<file path="src/hdl/cdtmr_pkg.sv">
// Shared types and constants for the countdown timer table.
`default_nettype none

package cdtmr_pkg;

    // Table geometry
    localparam int NUM_SLOTS   = 16;
    localparam int COUNT_WIDTH = 32;
    localparam int IDX_W       = (NUM_SLOTS > 1) ? $clog2(NUM_SLOTS) : 1;

    // Fixed field widths of the channels
    localparam int OP_W    = 2;
    localparam int SLOT_W  = 4;
    localparam int START_W = 32;
    localparam int KIND_W  = 3;

    typedef enum logic [OP_W-1:0] {
        OP_ADD     = 2'd0,
        OP_CANCEL  = 2'd1,
        OP_RELEASE = 2'd2,
        OP_TICK    = 2'd3
    } op_t;

    typedef enum logic [KIND_W-1:0] {
        K_OK        = 3'd0,
        K_NOSPACE   = 3'd1,
        K_INVALID   = 3'd2,
        K_NOTDONE   = 3'd3,
        K_EXPIRED   = 3'd4,
        K_TICKDONE  = 3'd5
    } kind_t;

    typedef enum logic [1:0] {
        ST_FREE    = 2'd0,
        ST_RUN     = 2'd1,
        ST_CANCEL  = 2'd2,
        ST_EXPIRED = 2'd3
    } status_t;

    typedef enum logic [2:0] {
        S_IDLE,
        S_ADD_SCAN,
        S_SLOT_OP,
        S_TICK_CHK,
        S_TICK_DEC,
        S_TICK_EVT,
        S_EMIT
    } fsm_t;

endpackage

`default_nettype wire

</file>
<file path="src/hdl/cdtmr_ifs.sv">
// Valid/ready channel interfaces for commands and results.
`default_nettype none

interface cdtmr_cmd_if;
    import cdtmr_pkg::*;

    logic               valid;
    logic               ready;
    logic [OP_W-1:0]    op;
    logic [SLOT_W-1:0]  slot_id;
    logic [START_W-1:0] start_count;

    modport source (output valid, output op, output slot_id, output start_count,
                    input ready);
    modport sink   (input valid, input op, input slot_id, input start_count,
                    output ready);
endinterface

interface cdtmr_rsp_if;
    import cdtmr_pkg::*;

    logic              valid;
    logic              ready;
    logic [KIND_W-1:0] kind;
    logic [SLOT_W-1:0] slot_number;
    logic              last;

    modport source (output valid, output kind, output slot_number, output last,
                    input ready);
    modport sink   (input valid, input kind, input slot_number, input last,
                    output ready);
endinterface

`default_nettype wire

</file>
<file path="src/hdl/multi_slot_countdown_timer_table_top.sv">
// Add runs a lowest-free scan, one slot a cycle; cancel and release act on the named
// slot; tick walks every slot in order, and for a running slot reads its count from the
// count memory (a registered read), decrements it and writes it back, and for a slot
// that expires emits an expired beat before the closing beat. A result beat waits while
// the output register is still held. One command at a time; the next command is
// taken once the last result beat sits in the output register.
// Reset: all slots free; count memory is not cleared, its read data is used only for running slots.
`default_nettype none

module multi_slot_countdown_timer_table_top (
    input  wire logic  clk,
    input  wire logic  rst_n,
    cdtmr_cmd_if.sink  cmd,
    cdtmr_rsp_if.source rsp
);
    import cdtmr_pkg::*;

    // State and datapath registers
    fsm_t                   state_reg, state_next;
    op_t                    op_reg, op_next;
    logic [COUNT_WIDTH-1:0] cnt_reg, cnt_next;
    logic [IDX_W-1:0]       idx_reg, idx_next;
    kind_t                  res_kind_reg, res_kind_next;
    logic [SLOT_W-1:0]      res_slot_reg, res_slot_next;

    status_t                status_reg [NUM_SLOTS];
    logic [COUNT_WIDTH-1:0] count_mem  [NUM_SLOTS];
    logic [COUNT_WIDTH-1:0] rd_data_reg;

    logic                   out_valid_reg;
    kind_t                  out_kind_reg;
    logic [SLOT_W-1:0]      out_slot_reg;
    logic                   out_last_reg;

    // Control
    logic                   cmd_fire;
    logic                   out_free;
    logic                   idx_last;
    logic                   cnt_zero;
    logic                   sid_oor;
    status_t                cur_status;
    logic [COUNT_WIDTH-1:0] dec_value;
    logic                   dec_zero;

    logic                   status_we;
    status_t                status_wdata;
    logic                   mem_we;
    logic [COUNT_WIDTH-1:0] mem_wdata;
    logic                   out_load;
    kind_t                  out_kind_d;
    logic [SLOT_W-1:0]      out_slot_d;
    logic                   out_last_d;

    assign cmd.ready   = (state_reg == S_IDLE);
    assign cmd_fire    = cmd.valid && cmd.ready;
    assign out_free    = !out_valid_reg || rsp.ready;
    assign idx_last    = (idx_reg == IDX_W'(NUM_SLOTS - 1));
    assign cnt_zero    = (cmd.start_count[COUNT_WIDTH-1:0] == '0);
    assign sid_oor     = ({3'b000, cmd.slot_id} >= 7'(NUM_SLOTS));
    assign cur_status  = status_reg[idx_reg];

    // Shared decrement unit
    assign dec_value   = rd_data_reg - COUNT_WIDTH'(1);
    assign dec_zero    = (dec_value == '0);

    assign rsp.valid       = out_valid_reg;
    assign rsp.kind        = out_kind_reg;
    assign rsp.slot_number = out_slot_reg;
    assign rsp.last        = out_last_reg;

    // Next state
    always_comb
    begin
        state_next = state_reg;
        case (state_reg)
            S_IDLE:
            begin
                if (cmd_fire)
                begin
                    case (op_t'(cmd.op))
                        OP_ADD:     state_next = cnt_zero ? S_EMIT : S_ADD_SCAN;
                        OP_CANCEL,
                        OP_RELEASE: state_next = sid_oor ? S_EMIT : S_SLOT_OP;
                        OP_TICK:    state_next = S_TICK_CHK;
                        default:    state_next = S_IDLE;
                    endcase
                end
            end
            S_ADD_SCAN:
            begin
                if (cur_status == ST_FREE || idx_last)
                    state_next = S_EMIT;
            end
            S_SLOT_OP:
                state_next = S_EMIT;
            S_TICK_CHK:
            begin
                if (cur_status == ST_RUN)
                    state_next = S_TICK_DEC;
                else if (idx_last)
                    state_next = S_EMIT;
            end
            S_TICK_DEC:
            begin
                if (dec_zero)
                    state_next = S_TICK_EVT;
                else if (idx_last)
                    state_next = S_EMIT;
                else
                    state_next = S_TICK_CHK;
            end
            S_TICK_EVT:
            begin
                if (out_free)
                    state_next = idx_last ? S_EMIT : S_TICK_CHK;
            end
            S_EMIT:
            begin
                if (out_free)
                    state_next = S_IDLE;
            end
            default:
                state_next = S_IDLE;
        endcase
    end

    // Datapath control
    always_comb
    begin
        op_next       = op_reg;
        cnt_next      = cnt_reg;
        idx_next      = idx_reg;
        res_kind_next = res_kind_reg;
        res_slot_next = res_slot_reg;
        status_we     = 1'b0;
        status_wdata  = ST_FREE;
        mem_we        = 1'b0;
        mem_wdata     = cnt_reg;
        out_load      = 1'b0;
        out_kind_d    = res_kind_reg;
        out_slot_d    = res_slot_reg;
        out_last_d    = 1'b1;

        case (state_reg)
            S_IDLE:
            begin
                if (cmd_fire)
                begin
                    op_next  = op_t'(cmd.op);
                    cnt_next = cmd.start_count[COUNT_WIDTH-1:0];
                    case (op_t'(cmd.op))
                        OP_ADD:
                        begin
                            idx_next      = '0;
                            res_slot_next = '0;
                            res_kind_next = cnt_zero ? K_INVALID : K_NOSPACE;
                        end
                        OP_CANCEL,
                        OP_RELEASE:
                        begin
                            idx_next      = IDX_W'(cmd.slot_id);
                            res_slot_next = cmd.slot_id;
                            res_kind_next = K_INVALID;
                        end
                        OP_TICK:
                        begin
                            idx_next      = '0;
                            res_slot_next = '0;
                            res_kind_next = K_TICKDONE;
                        end
                        default:
                        begin
                            idx_next = '0;
                        end
                    endcase
                end
            end
            // Lowest free slot, one per cycle
            S_ADD_SCAN:
            begin
                if (cur_status == ST_FREE)
                begin
                    status_we     = 1'b1;
                    status_wdata  = ST_RUN;
                    mem_we        = 1'b1;
                    mem_wdata     = cnt_reg;
                    res_kind_next = K_OK;
                    res_slot_next = SLOT_W'(idx_reg);
                end
                else if (!idx_last)
                begin
                    idx_next = idx_reg + IDX_W'(1);
                end
            end
            // Cancel or release of an in-range slot
            S_SLOT_OP:
            begin
                if (cur_status != ST_FREE)
                begin
                    if (op_reg == OP_CANCEL)
                    begin
                        status_we     = 1'b1;
                        status_wdata  = ST_CANCEL;
                        res_kind_next = K_OK;
                    end
                    else if (cur_status == ST_RUN)
                    begin
                        res_kind_next = K_NOTDONE;
                    end
                    else
                    begin
                        status_we     = 1'b1;
                        status_wdata  = ST_FREE;
                        res_kind_next = K_OK;
                    end
                end
            end
            // Tick walk: count read is in flight when the slot runs
            S_TICK_CHK:
            begin
                if (cur_status != ST_RUN && !idx_last)
                    idx_next = idx_reg + IDX_W'(1);
            end
            S_TICK_DEC:
            begin
                mem_we    = 1'b1;
                mem_wdata = dec_value;
                if (dec_zero)
                begin
                    status_we    = 1'b1;
                    status_wdata = ST_EXPIRED;
                end
                else if (!idx_last)
                begin
                    idx_next = idx_reg + IDX_W'(1);
                end
            end
            S_TICK_EVT:
            begin
                if (out_free)
                begin
                    out_load   = 1'b1;
                    out_kind_d = K_EXPIRED;
                    out_slot_d = SLOT_W'(idx_reg);
                    out_last_d = 1'b0;
                    if (!idx_last)
                        idx_next = idx_reg + IDX_W'(1);
                end
            end
            S_EMIT:
            begin
                if (out_free)
                    out_load = 1'b1;
            end
            default:
            begin
                out_load = 1'b0;
            end
        endcase
    end

    // Control registers
    always_ff @(posedge clk or negedge rst_n)
    begin
        if (!rst_n)
        begin
            state_reg     <= S_IDLE;
            out_valid_reg <= 1'b0;
        end
        else
        begin
            state_reg <= state_next;
            if (out_load)
                out_valid_reg <= 1'b1;
            else if (rsp.ready)
                out_valid_reg <= 1'b0;
        end
    end

    // Slot status table
    always_ff @(posedge clk or negedge rst_n)
    begin
        if (!rst_n)
        begin
            for (int i = 0; i < NUM_SLOTS; i++)
                status_reg[i] <= ST_FREE;
        end
        else if (status_we)
        begin
            status_reg[idx_reg] <= status_wdata;
        end
    end

    // Payload registers
    always_ff @(posedge clk)
    begin
        op_reg       <= op_next;
        cnt_reg      <= cnt_next;
        idx_reg      <= idx_next;
        res_kind_reg <= res_kind_next;
        res_slot_reg <= res_slot_next;
        if (out_load)
        begin
            out_kind_reg <= out_kind_d;
            out_slot_reg <= out_slot_d;
            out_last_reg <= out_last_d;
        end
    end

    // Count memory, one port at the walk index, registered read
    always_ff @(posedge clk)
    begin
        if (mem_we)
            count_mem[idx_reg] <= mem_wdata;
        rd_data_reg <= count_mem[idx_reg];
    end

endmodule

`default_nettype wire
</file>
<file path="src/flat_wrapper.sv">
// flat-port wrapper written by rule: the top's interface ports become plain ports
module multi_slot_countdown_timer_table_top_flat import cdtmr_pkg::*;
  (clk, rst_n, cmd_valid, cmd_op, cmd_slot_id, cmd_start_count, cmd_ready, rsp_valid, rsp_kind, rsp_slot_number, rsp_last, rsp_ready);
  cdtmr_cmd_if cmd_i ();
  cdtmr_rsp_if rsp_i ();
  input  wire logic clk;
  input  wire logic rst_n;
  input wire logic [$bits(cmd_i.valid)-1:0] cmd_valid;
  input wire logic [$bits(cmd_i.op)-1:0] cmd_op;
  input wire logic [$bits(cmd_i.slot_id)-1:0] cmd_slot_id;
  input wire logic [$bits(cmd_i.start_count)-1:0] cmd_start_count;
  output wire logic [$bits(cmd_i.ready)-1:0] cmd_ready;
  output wire logic [$bits(rsp_i.valid)-1:0] rsp_valid;
  output wire logic [$bits(rsp_i.kind)-1:0] rsp_kind;
  output wire logic [$bits(rsp_i.slot_number)-1:0] rsp_slot_number;
  output wire logic [$bits(rsp_i.last)-1:0] rsp_last;
  input wire logic [$bits(rsp_i.ready)-1:0] rsp_ready;
  assign cmd_i.valid = cmd_valid;
  assign cmd_i.op = cmd_op;
  assign cmd_i.slot_id = cmd_slot_id;
  assign cmd_i.start_count = cmd_start_count;
  assign cmd_ready = cmd_i.ready;
  assign rsp_valid = rsp_i.valid;
  assign rsp_kind = rsp_i.kind;
  assign rsp_slot_number = rsp_i.slot_number;
  assign rsp_last = rsp_i.last;
  assign rsp_i.ready = rsp_ready;
  multi_slot_countdown_timer_table_top u_core (.clk(clk), .rst_n(rst_n), .cmd(cmd_i), .rsp(rsp_i));
endmodule
</file>
<file path="config.mk">
export PLATFORM = sky130hd
export DESIGN_NAME = multi_slot_countdown_timer_table_top_flat
export DESIGN_NICKNAME = d
export VERILOG_FILES = /design/src/hdl/cdtmr_pkg.sv /design/src/hdl/cdtmr_ifs.sv /design/src/hdl/multi_slot_countdown_timer_table_top.sv /design/src/flat_wrapper.sv
export SDC_FILE = /design/constraint.sdc
export NUM_CORES = 1
export LEC_CHECK = 0
export BUFFER_PORTS_ARGS = -buffer_cell sky130_fd_sc_hd__buf_2
export CAP_MARGIN = 0
export CORE_MARGIN = 10
export CORE_UTILIZATION = 52
export DETAILED_ROUTE_END_ITERATION = 10
export PLACE_DENSITY = 0.68
export SKIP_LAST_GASP = 1
export SLEW_MARGIN = 10
export SYNTH_ARGS = -nofsm -noshare
export SYNTH_HDL_FRONTEND = slang
export SYNTH_SLANG_ARGS = --single-unit
</file>
<file path="constraint.sdc">
create_clock -name clk -period 10.9 [get_ports clk]
set_clock_uncertainty 0.1 [all_clocks]
set_input_delay 1.635 -clock clk [delete_from_list [all_inputs] [get_ports clk]]
set_output_delay 1.635 -clock clk [all_outputs]
set_load 0.03 [all_outputs]
</file>
# After elaboration in Yosys (flattened, before gate mapping)
# Memory sizes are Yosys's and may differ from the RTL's. A register that Yosys moved wholly into a read port is not among the register bits.
# Index checks and enable logic that the tools add are counted.
# op_classes
mux	59
n_lt_le_gt_ge	2
bitwise_logic	1
n_addsub	2
n_eq_ne	23
n_reduce_logical	25
# ops
cell	n
32-bit zero test	2
3-bit 2-to-1 mux	15
4-bit 2-to-1 mux	9
32-bit bitwise mux	1
32-bit 2-to-1 mux	1
32-bit by 1-bit subtractor with 32-bit output (second input constant)	1
3-bit case mux with 3 select lines	3
3-bit case mux with 7 select lines	1
4-bit case mux with 5 select lines	1
2-bit 2-to-1 mux	8
4-bit case mux with 2 select lines	2
2-bit by 1-bit inequality test with 1-bit output (second input constant)	7
1-bit 2-to-1 mux	13
3-bit equality test (second input constant)	3
2-bit binary-select mux with 4-bit select	1
2-bit demux with 4-bit select	1
2-bit by 1-bit equality test with 1-bit output (second input constant)	3
3-bit by 2-bit equality test with 1-bit output (second input constant)	2
2-bit inequality test (second input constant)	3
2-bit case mux with 3 select lines	1
6-bit AND reduction	1
2-bit nonzero test	3
2-bit OR reduction	3
5-bit greater-or-equal comparator (second input constant)	1
20 further kinds	26
# totals
reg_bits	89
word_cells	139
memories	1
out_inout_bits	10
ram_bits	512
# memory_table
name	words	word_bits	rd	rd_ports_with_merged_regs	wr	line	source
u_core.count_mem	16	32	1	1	1	multi_slot_countdown_timer_table_top.sv:27	logic [COUNT_WIDTH-1:0] count_mem [NUM_SLOTS];

# Depth between registers and ports, before layout
# logic_depth
word_depth	9
depth_mapped	11
depth_no_buf	9

# Least setup slack after synthesis
# OpenSTA, ideal clock, no wires.
# synth_timing
path_kind	flip-flop to flip-flop
start	reg u_core.idx_reg[0]
end	mem u_core.count_mem[10][0] (enable)
t_arrival_ns	3.659
synth_period_minus_slack_ns	4.180
path_stages_with_launch	9
path_buffers	2
required_time_ns	10.379
setup_ns	0.421
setup_slack_ns	6.720
cell_sequence	edfxtp_1 -> buf_2 -> mux4_2 -> mux2_2 -> mux2i_2 -> o2111a_1 -> nor2_1 -> clkbuf_1 -> nor2_1
# synth_via
elab_chain_cells	9
# synth_rtl
element	line	source
start, declared	multi_slot_countdown_timer_table_top.sv:22	logic [IDX_W-1:0] idx_reg, idx_next;
start signal, assigned	multi_slot_countdown_timer_table_top.sv:299	idx_reg <= idx_next;
4-bit NOT with 5-bit output (not written as such)	multi_slot_countdown_timer_table_top.sv:60	assign cur_status = status_reg[idx_reg];
2-bit binary-select mux with 4-bit select	multi_slot_countdown_timer_table_top.sv:60	
2-bit 2-to-1 mux (not written as such) (2 in a row)	multi_slot_countdown_timer_table_top.sv:60	
2-bit zero test	multi_slot_countdown_timer_table_top.sv:181	if (cur_status == ST_FREE)
1-bit 2-to-1 mux	multi_slot_countdown_timer_table_top.sv:181	
1-bit case mux with 2 select lines	multi_slot_countdown_timer_table_top.sv:144	case (state_reg)
1-bit 2-to-1 mux	multi_slot_countdown_timer_table_top.sv:313	if (mem_we)
1-bit 2-to-1 mux (not written as such)	multi_slot_countdown_timer_table_top.sv:314	count_mem[idx_reg] <= mem_wdata;
end, declared	multi_slot_countdown_timer_table_top.sv:27	
# Parallel ways exist; a longest one is shown, timed or not. The select of a mux whose other input is x is not followed.

# Final worst setup path
# layout_timing
start	reg u_core.idx_reg[0]
end	mem u_core.count_mem[3][18] (enable)
# Same word-level chain as after synthesis.

==> impl_metrics.env <==
export IMPL_max_freq_mhz=217
export IMPL_cts_sinks=633
export IMPL_via_per_inst=6.09
export IMPL_worst_slack_ps=6300
export IMPL_min_path_cells=1
export IMPL_antenna_found_initial=0
export IMPL_syn_area_per_cell_um2=19.3
export IMPL_seq_area_frac_synth=0.731
export IMPL_cap_viol_max_count=0
export IMPL_final_cell_mix="565 x edfxtp_1, 166 x mux4_2, 69 x nand2_1"
export IMPL_yosysTopAreaCell="edfxtp_1"
export IMPL_worstReg2RegStart="u_core.idx_reg[0]$_DFFE_PP_"
export IMPL_critPathCaptureType="flip-flop"
export IMPL_fin_nets=1461
export IMPL_dp_slack_ps=6190
export IMPL_power_density_nw_per_um2=266
export IMPL_cts_hold_buffers=0
export IMPL_finalHoldViolCount=0
export IMPL_synth_edf_count=565
export IMPL_r2r_end="u_core.count_mem[3][18]$_DFFE_PP_"
export IMPL_htreeDepth=2
export IMPL_final_max_slew_viol_count=0
export IMPL_rsz0062_at_grt="false"
export IMPL_cts_root_buf="clkbuf_16"
export IMPL_clkLatencyLatePin_ps=620
export IMPL_io_pins=52
export IMPL_fp_dieW_um=241
export IMPL_top_register="u_core.count_mem"
export IMPL_hold_slack_ps=403
export IMPL_grt_max_degree=145
export IMPL_ant_nets=0
export IMPL_async_flop_share=0.0569
export IMPL_tightest_slew_ps=1210
export IMPL_yosys_warnings=0
export IMPL_die_h_um=241
export IMPL_synth_area_top_cells="edfxtp_1 67%, mux4_2 15%, dfrtp_1 3.6%"
export IMPL_core_area_um2=47900
export IMPL_start_util=0.528
export IMPL_finalCritPeriodShare=0.422
export IMPL_setup_viol=0
export IMPL_wl_um=53800
export IMPL_hold_end="u_core.rsp.kind[2]$_DFFE_PP_"
export IMPL_layout_commonest_cell="edfxtp_1"
export IMPL_path_clk_slew_ps=60
export IMPL_critical_path_required_ps=11080
export IMPL_num_vias=12657
export IMPL_drtIter0Drc=1224
export IMPL_grtUsageTotal=0.191
export IMPL_antenna_cells=0
export IMPL_critPathKind="flip-flop to flip-flop"
export IMPL_routabilityCongestion=0.837
export IMPL_cts_resized=0
export IMPL_start_kind="flip-flop"
export IMPL_avgRoutedWirePerCell_um=25.9
export IMPL_netlist_instances=1310
export IMPL_grt_pass1_vias=13002
export IMPL_crit_arrival_ps=4780
export IMPL_setup_tns_ps=0
export IMPL_ys_flop_type="edfxtp_1"
export IMPL_drtPass1Iterations=5
export IMPL_cts_buffer_depth=3
export IMPL_cellLeakagePower_nw=9.26
export IMPL_cts_setup_buffers=0
export IMPL_period_needed_ps=4600
export IMPL_largest_register_ffs=512
export IMPL_die_area_um2=57900
export IMPL_cts_tree="yes"
export IMPL_syn_area_um2=25300
export IMPL_drive_gt1_frac=0.294
export IMPL_dp_hpwl_um=31600
export IMPL_power_w=0.00759
export IMPL_outcome="finished, final reports clean"
export IMPL_relSlewSlack=0.186
export IMPL_peakVddDrop_mv=0.140
export IMPL_hold_start="u_core.res_kind_reg[2]$_SDFFCE_PP0P_"
export IMPL_cts_buffers_inserted=61
export IMPL_ys_types=69
export IMPL_ys_ff_latch=633
export IMPL_rr_worst_depth=8
export IMPL_remaining_drc_errors=0
export IMPL_nFillCells=3405
export IMPL_worstPathMaxFanout=50
export IMPL_grt_pass1_wl_um=81900
export IMPL_portBuffers=51
export IMPL_rows=80
export IMPL_grt_overflow_total=0
export IMPL_r2r_slack_ps=6300
export IMPL_min_path_type="flip-flop to flip-flop"
export IMPL_syn2layout_area_growth_pct=12.7
export IMPL_synth_nets=1360
export IMPL_synth_top_area_share=0.670
[report_power, final]
| group | internal (W) | switching [W] |
|---|---|---|
| Sequential | 0.00315 | 0.000199 |
| Combinational | 0.000945 | 0.00127 |
| Clock | 0.00116 | 0.000872 |
| Total | 0.00525 | 0.00234 |
[cell type report]
| cell class | count | area, um^2 | area share |
|---|---|---|---|
| tap | 615 | 769 | 0.0270 |
| multi-input combinational | 585 | 6570 | 0.230 |
| inverter | 30 | 113 | 0.00395 |
| clock inverter | 34 | 283 | 0.00991 |
| sequential | 633 | 18500 | 0.649 |
| clock buffer | 80 | 1650 | 0.0578 |
| timing repair buffer | 100 | 636 | 0.0223 |
[logic make-up after synthesis]
family,Yosys count,share of synthesized area
DFF,633,0.731
and+or+nand+nor,222,0.0446
muxes,192,0.159
AOI/OAI and AO/OA,138,0.0373
buffers and inverters,92,0.0155
xor gates and xnor gates,25,0.00865
adders and majority gates,8,0.00396
[cells in the mapped netlist (3+ instances only)]
cell type and count:
o21ai_0 56, mux2i_1 16, buf_1 13, nor3_1 13, buf_2 14, clkbuf_1 31
nor4_1 17, buf_6 4, nand2_1 70, nor2_1 56, xor2_1 7, xnor2_1 18
nand3_1 13, nor2b_1 7, mux2_2 9, and2_1 3, nand4_1 9, o22ai_1 6
a21oi_2 11, a21oi_1 12, o21ai_1 5, a31oi_1 10, or4_1 3, dfrtp_1 36
dfxtp_1 32, nor3b_1 3, ha_1 8, mux4_2 166, edfxtp_1 565, or2_2 4
o21ai_2 10, nand2b_1 6, inv_1 30
[per-layer routing]
layer  share of wire  up-vias  global-route usage  wire [um]
li1                -     5538                   -          -
met1            0.44     6644               0.273      23500
met2            0.49      421               0.304      26200
met3           0.064       54              0.0339       3430
met4           0.013        0              0.0397        723
met5               0        -                   0          0
[critical path, stage by stage, from the launching register on]
cell and delay [ps]:
edfxtp_1 510, buf_4 790, mux4_2 590, mux2_2 320, mux2i_2 230, o2111a_1 410
nor2_4 240, nor2_4 530, buf_4 460
[how the worst max path moves through the flow]
stage / start / to / slack [ps]
5_1_grt: u_core.idx_reg[0]$_DFFE_PP_ / u_core.count_mem[3][24]$_DFFE_PP_ / 5950
3_3_place_gp: cmd_start_count[25] / u_core.state_reg[2]$_DFFE_PN0P_ / 6040
6_report: u_core.idx_reg[0]$_DFFE_PP_ / u_core.count_mem[3][18]$_DFFE_PP_ / 6300
3_5_place_dp: u_core.idx_reg[0]$_DFFE_PP_ / u_core.count_mem[3][24]$_DFFE_PP_ / 6190
4_1_cts: u_core.idx_reg[0]$_DFFE_PP_ / u_core.count_mem[3][24]$_DFFE_PP_ / 6190
2_1_floorplan: u_core.idx_reg[0]$_DFFE_PP_ / u_core.count_mem[10][0]$_DFFE_PP_ / 6720
[per-stage QoR]
step	cells	util	instance area [um^2]
final	2077	0.595	28500
after global routing	2077	0.595	28500
after CTS	2077	0.595	28500
after detailed placement	1963	0.554	26600
after global placement	1963	0.554	26600
after floorplan	1310	-	25300
Power figures use the tool's default switching activity.
